### config.mk
export PLATFORM = sky130hd
export DESIGN_NAME = hash_slice_distribution_unit
export DESIGN_NICKNAME = d
export VERILOG_FILES = /design/src/rtl/hsd_pkg.sv /design/src/rtl/hsd_front.sv /design/src/rtl/hsd_queue.sv /design/src/rtl/hsd_back.sv /design/src/rtl/hash_slice_distribution_unit.sv
export SDC_FILE = /design/constraint.sdc
export NUM_CORES = 1
export LEC_CHECK = 0
export ABC_AREA = 0
export ABC_CLOCK_PERIOD_IN_PS = 2700
export BUFFER_PORTS_ARGS = -buffer_cell sky130_fd_sc_hd__buf_2
export CORE_ASPECT_RATIO = 0.5
export CORE_UTILIZATION = 31
export CTS_CLUSTER_DIAMETER = 60
export DETAILED_ROUTE_END_ITERATION = 8
export SYNTH_ARGS = -nofsm -noshare
export SYNTH_HDL_FRONTEND = slang
export SYNTH_SLANG_ARGS = --single-unit
### constraint.sdc
create_clock -name clk_i -period 2.7 [get_ports clk_i]
set_clock_uncertainty 0.05 [all_clocks]
set_input_delay 0.54 -clock clk_i [delete_from_list [all_inputs] [get_ports clk_i]]
set_output_delay 0.54 -clock clk_i [all_outputs]
set_load 0.05 [all_outputs]
### src/rtl/hsd_pkg.sv
// Shared types, constants and codes of the hash slice distribution block.
package hsd_pkg;

  localparam int unsigned HASH_W    = 48;
  localparam int unsigned GROUP_W   = 3;
  localparam int unsigned CMD_W     = 3;
  localparam int unsigned VALUE_W   = 23;
  localparam int unsigned SLICE_W   = 16;
  localparam int unsigned WIDEN_W   = 7;
  localparam int unsigned SHIFT_W   = 5;
  localparam int unsigned RSHIFT_W  = 4;
  localparam int unsigned MASK_W    = 2 * VALUE_W;
  localparam int unsigned LSHIFTS_W = 6 * SHIFT_W;
  localparam int unsigned CFG_IDX_W = 3;
  localparam int unsigned CFG_DATA_W = MASK_W;

  // Bit offsets of the seven widening bits for group positions 0 and 1.
  localparam int unsigned WIDEN_LO_POS0 = 32;
  localparam int unsigned WIDEN_LO_POS1 = 39;

  localparam int unsigned QUEUE_DEPTH = 2;

  localparam logic [VALUE_W-1:0] MASK_IMM    = 23'h00ffff;
  localparam logic [VALUE_W-1:0] MASK_METER  = 23'h7fffff;
  localparam logic [VALUE_W-1:0] MASK_STATS  = 23'h07ffff;
  localparam logic [VALUE_W-1:0] MASK_ACTION = 23'h3fffff;

  typedef enum logic [CMD_W-1:0] {
    CMD_RAW    = 3'd0,
    CMD_IMM_LO = 3'd1,
    CMD_IMM_HI = 3'd2,
    CMD_METER  = 3'd3,
    CMD_STATS  = 3'd4,
    CMD_ACTION = 3'd5
  } hsd_cmd_e;

  typedef enum logic [CFG_IDX_W-1:0] {
    REG_WORD_ON     = 3'd0,
    REG_EXPAND      = 3'd1,
    REG_G2_SHIFTS   = 3'd2,
    REG_MASKS_01    = 3'd3,
    REG_MASKS_23    = 3'd4,
    REG_MASKS_45    = 3'd5,
    REG_LEFT_SHIFTS = 3'd6
  } hsd_reg_e;

  typedef struct packed {
    logic [1:0]           word_on;
    logic [3:0]           expand;
    logic [7:0]           g2_shifts;
    logic [MASK_W-1:0]    masks_01;
    logic [MASK_W-1:0]    masks_23;
    logic [MASK_W-1:0]    masks_45;
    logic [LSHIFTS_W-1:0] left_shifts;
  } hsd_cfg_t;

  // One classified item waiting for the back end.
  typedef struct packed {
    logic [VALUE_W-1:0] slice;
    logic [GROUP_W-1:0] group;
    logic [CMD_W-1:0]   cmd;
  } hsd_entry_t;

  typedef struct packed {
    logic full;
    logic empty;
  } hsd_queue_status_t;

endpackage

### src/rtl/hsd_front.sv
// Front end: accepts items, picks the word and slice and applies widening or right shift.
module hsd_front (
  input  logic                         in_valid_i,
  input  logic [hsd_pkg::HASH_W-1:0]   hash_word_zero_i,
  input  logic [hsd_pkg::HASH_W-1:0]   hash_word_one_i,
  input  logic [hsd_pkg::GROUP_W-1:0]  group_i,
  input  logic                         group_enable_i,
  input  logic [hsd_pkg::CMD_W-1:0]    cmd_i,
  input  hsd_pkg::hsd_cfg_t            cfg_i,
  input  hsd_pkg::hsd_queue_status_t   q_status_i,
  output logic                         in_stall_o,
  output logic                         push_o,
  output hsd_pkg::hsd_entry_t          entry_o
);
  import hsd_pkg::*;

  logic               set;
  logic [1:0]         pos;
  logic               active;
  logic [HASH_W-1:0]  word;
  logic [SLICE_W-1:0] slice16;
  logic [VALUE_W-1:0] slice;

  always_comb begin
    set    = 1'b0;
    pos    = 2'd0;
    active = group_enable_i;
    case (group_i)
      3'd0: begin set = 1'b0; pos = 2'd0; end
      3'd1: begin set = 1'b0; pos = 2'd1; end
      3'd2: begin set = 1'b0; pos = 2'd2; end
      3'd3: begin set = 1'b1; pos = 2'd0; end
      3'd4: begin set = 1'b1; pos = 2'd1; end
      3'd5: begin set = 1'b1; pos = 2'd2; end
      default: active = 1'b0;
    endcase
  end

  always_comb begin
    word = set ? hash_word_one_i : hash_word_zero_i;
    if (!cfg_i.word_on[set]) begin
      word = '0;
    end

    case (pos)
      2'd0:    slice16 = word[SLICE_W-1:0];
      2'd1:    slice16 = word[2*SLICE_W-1:SLICE_W];
      default: slice16 = word[3*SLICE_W-1:2*SLICE_W];
    endcase

    slice = {{WIDEN_W{1'b0}}, slice16};
    case (pos)
      2'd0: begin
        if (cfg_i.expand[{set, 1'b0}]) begin
          slice[VALUE_W-1:SLICE_W] = word[WIDEN_LO_POS0 +: WIDEN_W];
        end
      end
      2'd1: begin
        if (cfg_i.expand[{set, 1'b1}]) begin
          slice[VALUE_W-1:SLICE_W] = word[WIDEN_LO_POS1 +: WIDEN_W];
        end
      end
      default: begin
        slice = {{WIDEN_W{1'b0}},
                 slice16 >> (set ? cfg_i.g2_shifts[7:4] : cfg_i.g2_shifts[3:0])};
      end
    endcase

    // An unused or disabled group reaches the back end as a zero slice.
    if (!active) begin
      slice = '0;
    end
  end

  assign in_stall_o    = q_status_i.full;
  assign push_o        = in_valid_i && !q_status_i.full;
  assign entry_o.slice = slice;
  assign entry_o.group = group_i;
  assign entry_o.cmd   = cmd_i;

endmodule

### src/rtl/hsd_queue.sv
// Small queue of classified items between the front end and the back end.
module hsd_queue #(
  parameter int unsigned Depth = hsd_pkg::QUEUE_DEPTH
) (
  input  logic                       clk_i,
  input  logic                       rst_ni,
  input  logic                       push_i,
  input  hsd_pkg::hsd_entry_t        entry_i,
  input  logic                       pop_i,
  output hsd_pkg::hsd_entry_t        head_o,
  output hsd_pkg::hsd_queue_status_t status_o
);
  import hsd_pkg::*;

  localparam int unsigned PtrW = (Depth > 1) ? $clog2(Depth) : 1;
  localparam int unsigned CntW = $clog2(Depth + 1);
  localparam logic [PtrW-1:0] LastPtr = PtrW'(Depth - 1);
  localparam logic [CntW-1:0] FullCnt = CntW'(Depth);

  hsd_entry_t            mem_q [Depth];
  logic [PtrW-1:0]       wr_ptr_q, wr_ptr_d;
  logic [PtrW-1:0]       rd_ptr_q, rd_ptr_d;
  logic [CntW-1:0]       count_q, count_d;

  always_comb begin
    wr_ptr_d = wr_ptr_q;
    rd_ptr_d = rd_ptr_q;
    count_d  = count_q;
    if (push_i) begin
      wr_ptr_d = (wr_ptr_q == LastPtr) ? '0 : wr_ptr_q + 1'b1;
    end
    if (pop_i) begin
      rd_ptr_d = (rd_ptr_q == LastPtr) ? '0 : rd_ptr_q + 1'b1;
    end
    if (push_i && !pop_i) begin
      count_d = count_q + 1'b1;
    end else if (pop_i && !push_i) begin
      count_d = count_q - 1'b1;
    end
  end

  always_ff @(posedge clk_i or negedge rst_ni) begin
    if (!rst_ni) begin
      wr_ptr_q <= '0;
      rd_ptr_q <= '0;
      count_q  <= '0;
    end else begin
      wr_ptr_q <= wr_ptr_d;
      rd_ptr_q <= rd_ptr_d;
      count_q  <= count_d;
    end
  end

  always_ff @(posedge clk_i) begin
    if (push_i) begin
      mem_q[wr_ptr_q] <= entry_i;
    end
  end

  assign head_o         = mem_q[rd_ptr_q];
  assign status_o.full  = (count_q == FullCnt);
  assign status_o.empty = (count_q == '0);

endmodule

### src/rtl/hsd_back.sv
// Back end: group mask, left shift, result type mask and the output register.
module hsd_back (
  input  logic                           clk_i,
  input  logic                           rst_ni,
  input  hsd_pkg::hsd_cfg_t              cfg_i,
  input  hsd_pkg::hsd_entry_t            head_i,
  input  hsd_pkg::hsd_queue_status_t     q_status_i,
  output logic                           pop_o,
  output logic                           out_valid_o,
  input  logic                           out_stall_i,
  output logic [hsd_pkg::VALUE_W-1:0]    hash_value_o
);
  import hsd_pkg::*;

  logic [VALUE_W-1:0] group_mask;
  logic [SHIFT_W-1:0] lshift;
  logic [VALUE_W-1:0] shifted;
  logic [VALUE_W-1:0] type_mask;
  logic               out_valid_q, out_valid_d;
  logic [VALUE_W-1:0] value_q, value_d;

  always_comb begin
    group_mask = '0;
    lshift     = '0;
    case (head_i.group)
      3'd0: begin
        group_mask = cfg_i.masks_01[VALUE_W-1:0];
        lshift     = cfg_i.left_shifts[0*SHIFT_W +: SHIFT_W];
      end
      3'd1: begin
        group_mask = cfg_i.masks_01[MASK_W-1:VALUE_W];
        lshift     = cfg_i.left_shifts[1*SHIFT_W +: SHIFT_W];
      end
      3'd2: begin
        group_mask = cfg_i.masks_23[VALUE_W-1:0];
        lshift     = cfg_i.left_shifts[2*SHIFT_W +: SHIFT_W];
      end
      3'd3: begin
        group_mask = cfg_i.masks_23[MASK_W-1:VALUE_W];
        lshift     = cfg_i.left_shifts[3*SHIFT_W +: SHIFT_W];
      end
      3'd4: begin
        group_mask = cfg_i.masks_45[VALUE_W-1:0];
        lshift     = cfg_i.left_shifts[4*SHIFT_W +: SHIFT_W];
      end
      3'd5: begin
        group_mask = cfg_i.masks_45[MASK_W-1:VALUE_W];
        lshift     = cfg_i.left_shifts[5*SHIFT_W +: SHIFT_W];
      end
      default: begin
        group_mask = '0;
        lshift     = '0;
      end
    endcase
  end

  always_comb begin
    case (hsd_cmd_e'(head_i.cmd))
      CMD_IMM_LO, CMD_IMM_HI: type_mask = MASK_IMM;
      CMD_METER:              type_mask = MASK_METER;
      CMD_STATS:              type_mask = MASK_STATS;
      CMD_ACTION:             type_mask = MASK_ACTION;
      default:                type_mask = MASK_METER;
    endcase
  end

  // A shift of 23 or more moves every bit out of the result.
  assign shifted = (head_i.slice & group_mask) << lshift;

  assign pop_o = !q_status_i.empty && (!out_valid_q || !out_stall_i);

  always_comb begin
    out_valid_d = out_valid_q;
    value_d     = value_q;
    if (pop_o) begin
      out_valid_d = 1'b1;
      value_d     = shifted & type_mask;
    end else if (!out_stall_i) begin
      out_valid_d = 1'b0;
    end
  end

  always_ff @(posedge clk_i or negedge rst_ni) begin
    if (!rst_ni) begin
      out_valid_q <= 1'b0;
    end else begin
      out_valid_q <= out_valid_d;
    end
  end

  always_ff @(posedge clk_i) begin
    value_q <= value_d;
  end

  assign out_valid_o  = out_valid_q;
  assign hash_value_o = value_q;

endmodule

### src/rtl/hash_slice_distribution_unit.sv
// Top level of the hash slice distribution block: configuration, front, queue and back.
//
//   Channel  Direction  Handshake                  Payload
//   in       input      in_valid_i / in_stall_o    hash_word_zero_i, hash_word_one_i,
//                                                  group_i, group_enable_i, cmd_i
//   out      output     out_valid_o / out_stall_i  hash_value_o
//   cfg      input      cfg_we_i                   cfg_index_i, cfg_data_i
//
// One item is accepted every cycle while the queue has room; its result is held in a queue
// entry and then in the output register before out_valid_o shows it.
// Throughput is one item per cycle while out_stall_i is low, set by the single output register draining.
// Reset clears the configuration registers, the queue pointers and the output valid.
// A stall on the output fills the queue; in_stall_o rises only when it is full.
module hash_slice_distribution_unit #(
  parameter int unsigned QueueDepth = hsd_pkg::QUEUE_DEPTH
) (
  input  logic                           clk_i,
  input  logic                           rst_ni,
  input  logic                           cfg_we_i,
  input  logic [hsd_pkg::CFG_IDX_W-1:0]  cfg_index_i,
  input  logic [hsd_pkg::CFG_DATA_W-1:0] cfg_data_i,
  input  logic                           in_valid_i,
  output logic                           in_stall_o,
  input  logic [hsd_pkg::HASH_W-1:0]     hash_word_zero_i,
  input  logic [hsd_pkg::HASH_W-1:0]     hash_word_one_i,
  input  logic [hsd_pkg::GROUP_W-1:0]    group_i,
  input  logic                           group_enable_i,
  input  logic [hsd_pkg::CMD_W-1:0]      cmd_i,
  output logic                           out_valid_o,
  input  logic                           out_stall_i,
  output logic [hsd_pkg::VALUE_W-1:0]    hash_value_o
);
  import hsd_pkg::*;

  hsd_cfg_t          cfg_q, cfg_d;
  hsd_entry_t        entry;
  hsd_entry_t        head;
  hsd_queue_status_t q_status;
  logic              push;
  logic              pop;

  always_comb begin
    cfg_d = cfg_q;
    if (cfg_we_i) begin
      case (hsd_reg_e'(cfg_index_i))
        REG_WORD_ON:     cfg_d.word_on     = cfg_data_i[1:0];
        REG_EXPAND:      cfg_d.expand      = cfg_data_i[3:0];
        REG_G2_SHIFTS:   cfg_d.g2_shifts   = cfg_data_i[7:0];
        REG_MASKS_01:    cfg_d.masks_01    = cfg_data_i[MASK_W-1:0];
        REG_MASKS_23:    cfg_d.masks_23    = cfg_data_i[MASK_W-1:0];
        REG_MASKS_45:    cfg_d.masks_45    = cfg_data_i[MASK_W-1:0];
        REG_LEFT_SHIFTS: cfg_d.left_shifts = cfg_data_i[LSHIFTS_W-1:0];
        default:         cfg_d = cfg_q;
      endcase
    end
  end

  always_ff @(posedge clk_i or negedge rst_ni) begin
    if (!rst_ni) begin
      cfg_q <= '0;
    end else begin
      cfg_q <= cfg_d;
    end
  end

  hsd_front u_front (
    .in_valid_i       (in_valid_i),
    .hash_word_zero_i (hash_word_zero_i),
    .hash_word_one_i  (hash_word_one_i),
    .group_i          (group_i),
    .group_enable_i   (group_enable_i),
    .cmd_i            (cmd_i),
    .cfg_i            (cfg_q),
    .q_status_i       (q_status),
    .in_stall_o       (in_stall_o),
    .push_o           (push),
    .entry_o          (entry)
  );

  hsd_queue #(
    .Depth (QueueDepth)
  ) u_queue (
    .clk_i    (clk_i),
    .rst_ni   (rst_ni),
    .push_i   (push),
    .entry_i  (entry),
    .pop_i    (pop),
    .head_o   (head),
    .status_o (q_status)
  );

  hsd_back u_back (
    .clk_i        (clk_i),
    .rst_ni       (rst_ni),
    .cfg_i        (cfg_q),
    .head_i       (head),
    .q_status_i   (q_status),
    .pop_o        (pop),
    .out_valid_o  (out_valid_o),
    .out_stall_i  (out_stall_i),
    .hash_value_o (hash_value_o)
  );

  a_queue_state : assert property (@(posedge clk_i) disable iff (!rst_ni)
    !(q_status.full && q_status.empty))
    else $error("queue reports full and empty together");

  a_pop_nonempty : assert property (@(posedge clk_i) disable iff (!rst_ni)
    pop |-> !q_status.empty)
    else $error("back end popped an empty queue");

  a_no_phantom_result : assert property (@(posedge clk_i) disable iff (!rst_ni)
    (q_status.empty && !out_valid_o) |=> !out_valid_o)
    else $error("result appeared with nothing queued");

  a_push_when_room : assert property (@(posedge clk_i) disable iff (!rst_ni)
    push |-> (in_valid_i && !q_status.full))
    else $error("item pushed into a full queue");

endmodule
==> impl_metrics.csv <==
group,metric,value,unit
run_status,outcome,"complete, but fails checks",
run_status,violations,"negative setup slack",
logic_synthesis,yosys.cell_types.count,76,
floorplan,start_util,0.316,
route,ant_nets,0,
sta,fin_ws,-0.412,ns
route,vias,12500,
clock_network,cts_max_level,1,
critical_path,worstPathMaxFanout,8,
clock_network,cts-root-buf,"clkbuf_16",
clock_network,cts_tree,"done",
sta,fmax,0.321,GHz
finish,instances_no_fill,2387,
sta,relSlewSlack,0.354,
clock_network,insertion_delay,0.58,ns
finish,drive_above_1_share,0.494,
power_and_ir_drop,power.leakage,0.00867,uW
global_routing,antenna_found_initial,0,
logic_synthesis,ys_ff_latch,268,
placement,pre_cts_ws,-0.669,ns
logic_synthesis,synth_enable_flop_cells,81,
finish,diodes,0,
route,routed_via_density,5.22,
global_routing,grt_pass1_wl,73100,microns
floorplan,pin_count,182,
floorplan,dieArea,0.0490,sq mm
critical_path,cp-start-kind,"register",
logic_synthesis,synthFlopType,"dfrtp_1",
placement,numPortBuffers,181,
route,routed_wl,47800,microns
route,drc,0,
clock_network,clk_pin_slew,0.06,ns
floorplan,die_w,312,microns
clock_network,cts-buffers-inserted,28,
critical_path,cp-end-kind,"register",
power_and_ir_drop,irDropWorstVdd,0.645,mV
finish,fin_nets,1886,
critical_path,crit_type,"reg -> reg",
global_routing,grt_overflow,0,
placement,place.gp.congestion,0.942,
finish,post-route-util,0.431,
critical_path,cp.required,2.97,ns
sta,final-setup-viol-count,22,
logic_synthesis,synth_cells,1313,
sta,min_period_over_period,1.15,
logic_synthesis,synthesis.area,0.0149,sq mm
logic_synthesis,synthesis.nets,1471,
flow_run,max_cap_violations,0,
route,avgRoutedWirePerCell,20.0,microns
global_routing,grt.total_usage,0.191,
floorplan,core,0.0472,sq mm
critical_path,arrival,3.38,ns
floorplan,row_count,56,
sta,period_minus_slack,3.11,ns
logic_synthesis,yosys_warnings,0,
sta,rsz0062_at_grt,"yes",
sta,setup_tns,-6.35,ns
global_routing,grt_pass1_vias,12400,
critical_path,rrSetupSlack,-0.41,ns
sta,slew_viol_final,0,
placement,hpwl,35600,microns
clock_network,clockBufferDepth,3,
sta,worst_pin_slew,0.959,ns
sta,finalHoldViolations,0,
clock_network,cts.sinks,268,
power_and_ir_drop,finalPower,21300,uW
finish,syn_to_final_growth,36.5,%
logic_synthesis,syn_area_per_cell,11.3,sq um
finish,mostFrequentLayoutCells,"buf_4, mux2_2, dfrtp_1, buf_2, mux2i_1",
finish,final_common_cell,"buf_4",
logic_synthesis,synthArstFlopShare,0.698,
power_and_ir_drop,powerDensity,1050,mW/mm^2
placement,placed_cells,2300,
route,drtPass1Iterations,5,
route,first_iter_violations,898,
logic_synthesis,yosysSeqAreaShare,0.477,
worst_hold_path,hold_path_class,"in -> reg",
floorplan,die_h,157,microns
global_routing,grt_max_degree,66,
[cells in the mapped netlist, types with 7 or more instances]
| cell type | number | share of area |
|---|---|---|
| mux2i_1 | 118 | 0.079 |
| nand3_1 | 49 | 0.016 |
| a21oi_1 | 58 | 0.019 |
| inv_1 | 8 | 0.0020 |
| a221o_1 | 12 | 0.0081 |
| o21ai_0 | 39 | 0.013 |
| dfrtp_1 | 187 | 0.31 |
| edfxtp_1 | 81 | 0.16 |
| nor2_1 | 82 | 0.021 |
| buf_2 | 30 | 0.010 |
| o2bb2ai_1 | 7 | 0.0041 |
| a211oi_1 | 10 | 0.0050 |
| buf_1 | 9 | 0.0023 |
| nor3b_1 | 7 | 0.0035 |
| a31oi_1 | 17 | 0.0071 |
| mux2_2 | 221 | 0.17 |
| nor2b_1 | 8 | 0.0034 |
| o22ai_1 | 24 | 0.010 |
| o31ai_1 | 10 | 0.0050 |
| a221oi_1 | 23 | 0.014 |
| a22oi_1 | 8 | 0.0040 |
| nand2b_1 | 8 | 0.0034 |
| nor3_1 | 24 | 0.0081 |
| nand2_1 | 93 | 0.023 |
| o21a_1 | 11 | 0.0055 |
| and2_1 | 14 | 0.0059 |
| clkbuf_1 | 44 | 0.011 |
[cells by family after synthesis]
kind of cell    after synthesis  synth area share
compound gates              265             0.123
xor+xnor                      7           0.00411
fa+ha+maj                     1          0.000840
buf+inv                     100            0.0310
flops                       268             0.477
mux                         351             0.261
simple gates                321             0.103
[flip-flops by register name, indices dropped and copies added, names as in the netlist]
name                 count
u_queue.count_q          2
u_back.out_valid_o       1
u_queue.mem_q           58
u_queue.wr_ptr_q         1
cfg_q                  182
u_back.hash_value_o     23
u_queue.rd_ptr_q         1
[final cells by class]
class | count | area, sq um
clock buffers | 37 | 766
clock inverters | 14 | 103
fillers | 4459 | 26800
inverters | 8 | 30.0
multi-input cells | 945 | 7980
flip-flops and latches | 268 | 7110
well taps | 638 | 798
repair buffers | 477 | 3560
[worst max-delay path, stage by stage, from the launching register on]
cell and delay, ns:
dfrtp_2 0.42, buf_12 0.15, mux2i_4 0.34, mux2i_2 0.29, nor3_2 0.08, or3_4 0.46
buf_12 0.17, buf_12 0.13, buf_4 0.13, mux4_2 0.44, o22ai_2 0.14, nor3b_1 0.07
[what timing repair did]
action | CTS | global route
gates cloned | 2 | 1
hold buffers | 1 | 0
endpoints found under the setup margin | 23 | 39
resized for setup | 75 | 74
pin swaps | 23 | 18
endpoints found under the hold margin | 62 | 0
setup buffers | 17 | 19
[worst paths after layout]
check / end / startpoint / cells after the start
max: u_back.hash_value_o[17] / u_queue.rd_ptr_q / 11
min: u_queue.mem_q[1][0] / cmd_i[0] / 1
max reg2reg: u_back.hash_value_o[17] / u_queue.rd_ptr_q / 11
min reg2reg: u_back.out_valid_o / u_back.out_valid_o / 2
max in group asynchronous: cfg_q[53] / rst_ni / 3
min in group asynchronous: cfg_q[169] / rst_ni / 2
[power by group]
part           total [uW]  leakage, uW  internal [uW]  switching (uW)
logic               11700      0.00523           5510            6200
clock network        3700     0.000420           2090            1620
registers            5920      0.00302           5380             538
[layer usage]
| metal | global-route usage | up-vias | share of wire |
|---|---|---|---|
| met4 | 0.0413 | 0 | 0.019 |
| met2 | 0.324 | 374 | 0.48 |
| met3 | 0.0260 | 66 | 0.051 |
| met1 | 0.259 | 6251 | 0.45 |
| met5 | 0 | - | 0 |
| li1 | - | 5775 | - |
[metrics by stage]
step	hold slack, ns	instance area (sq um)
finish	0.131	20300
global route	0.108	20300
CTS	0.114	19900
detailed placement	0.431	18500
global placement	0.429	18500
floorplan	0.194	15100
(Power assumes the default switching activity.)
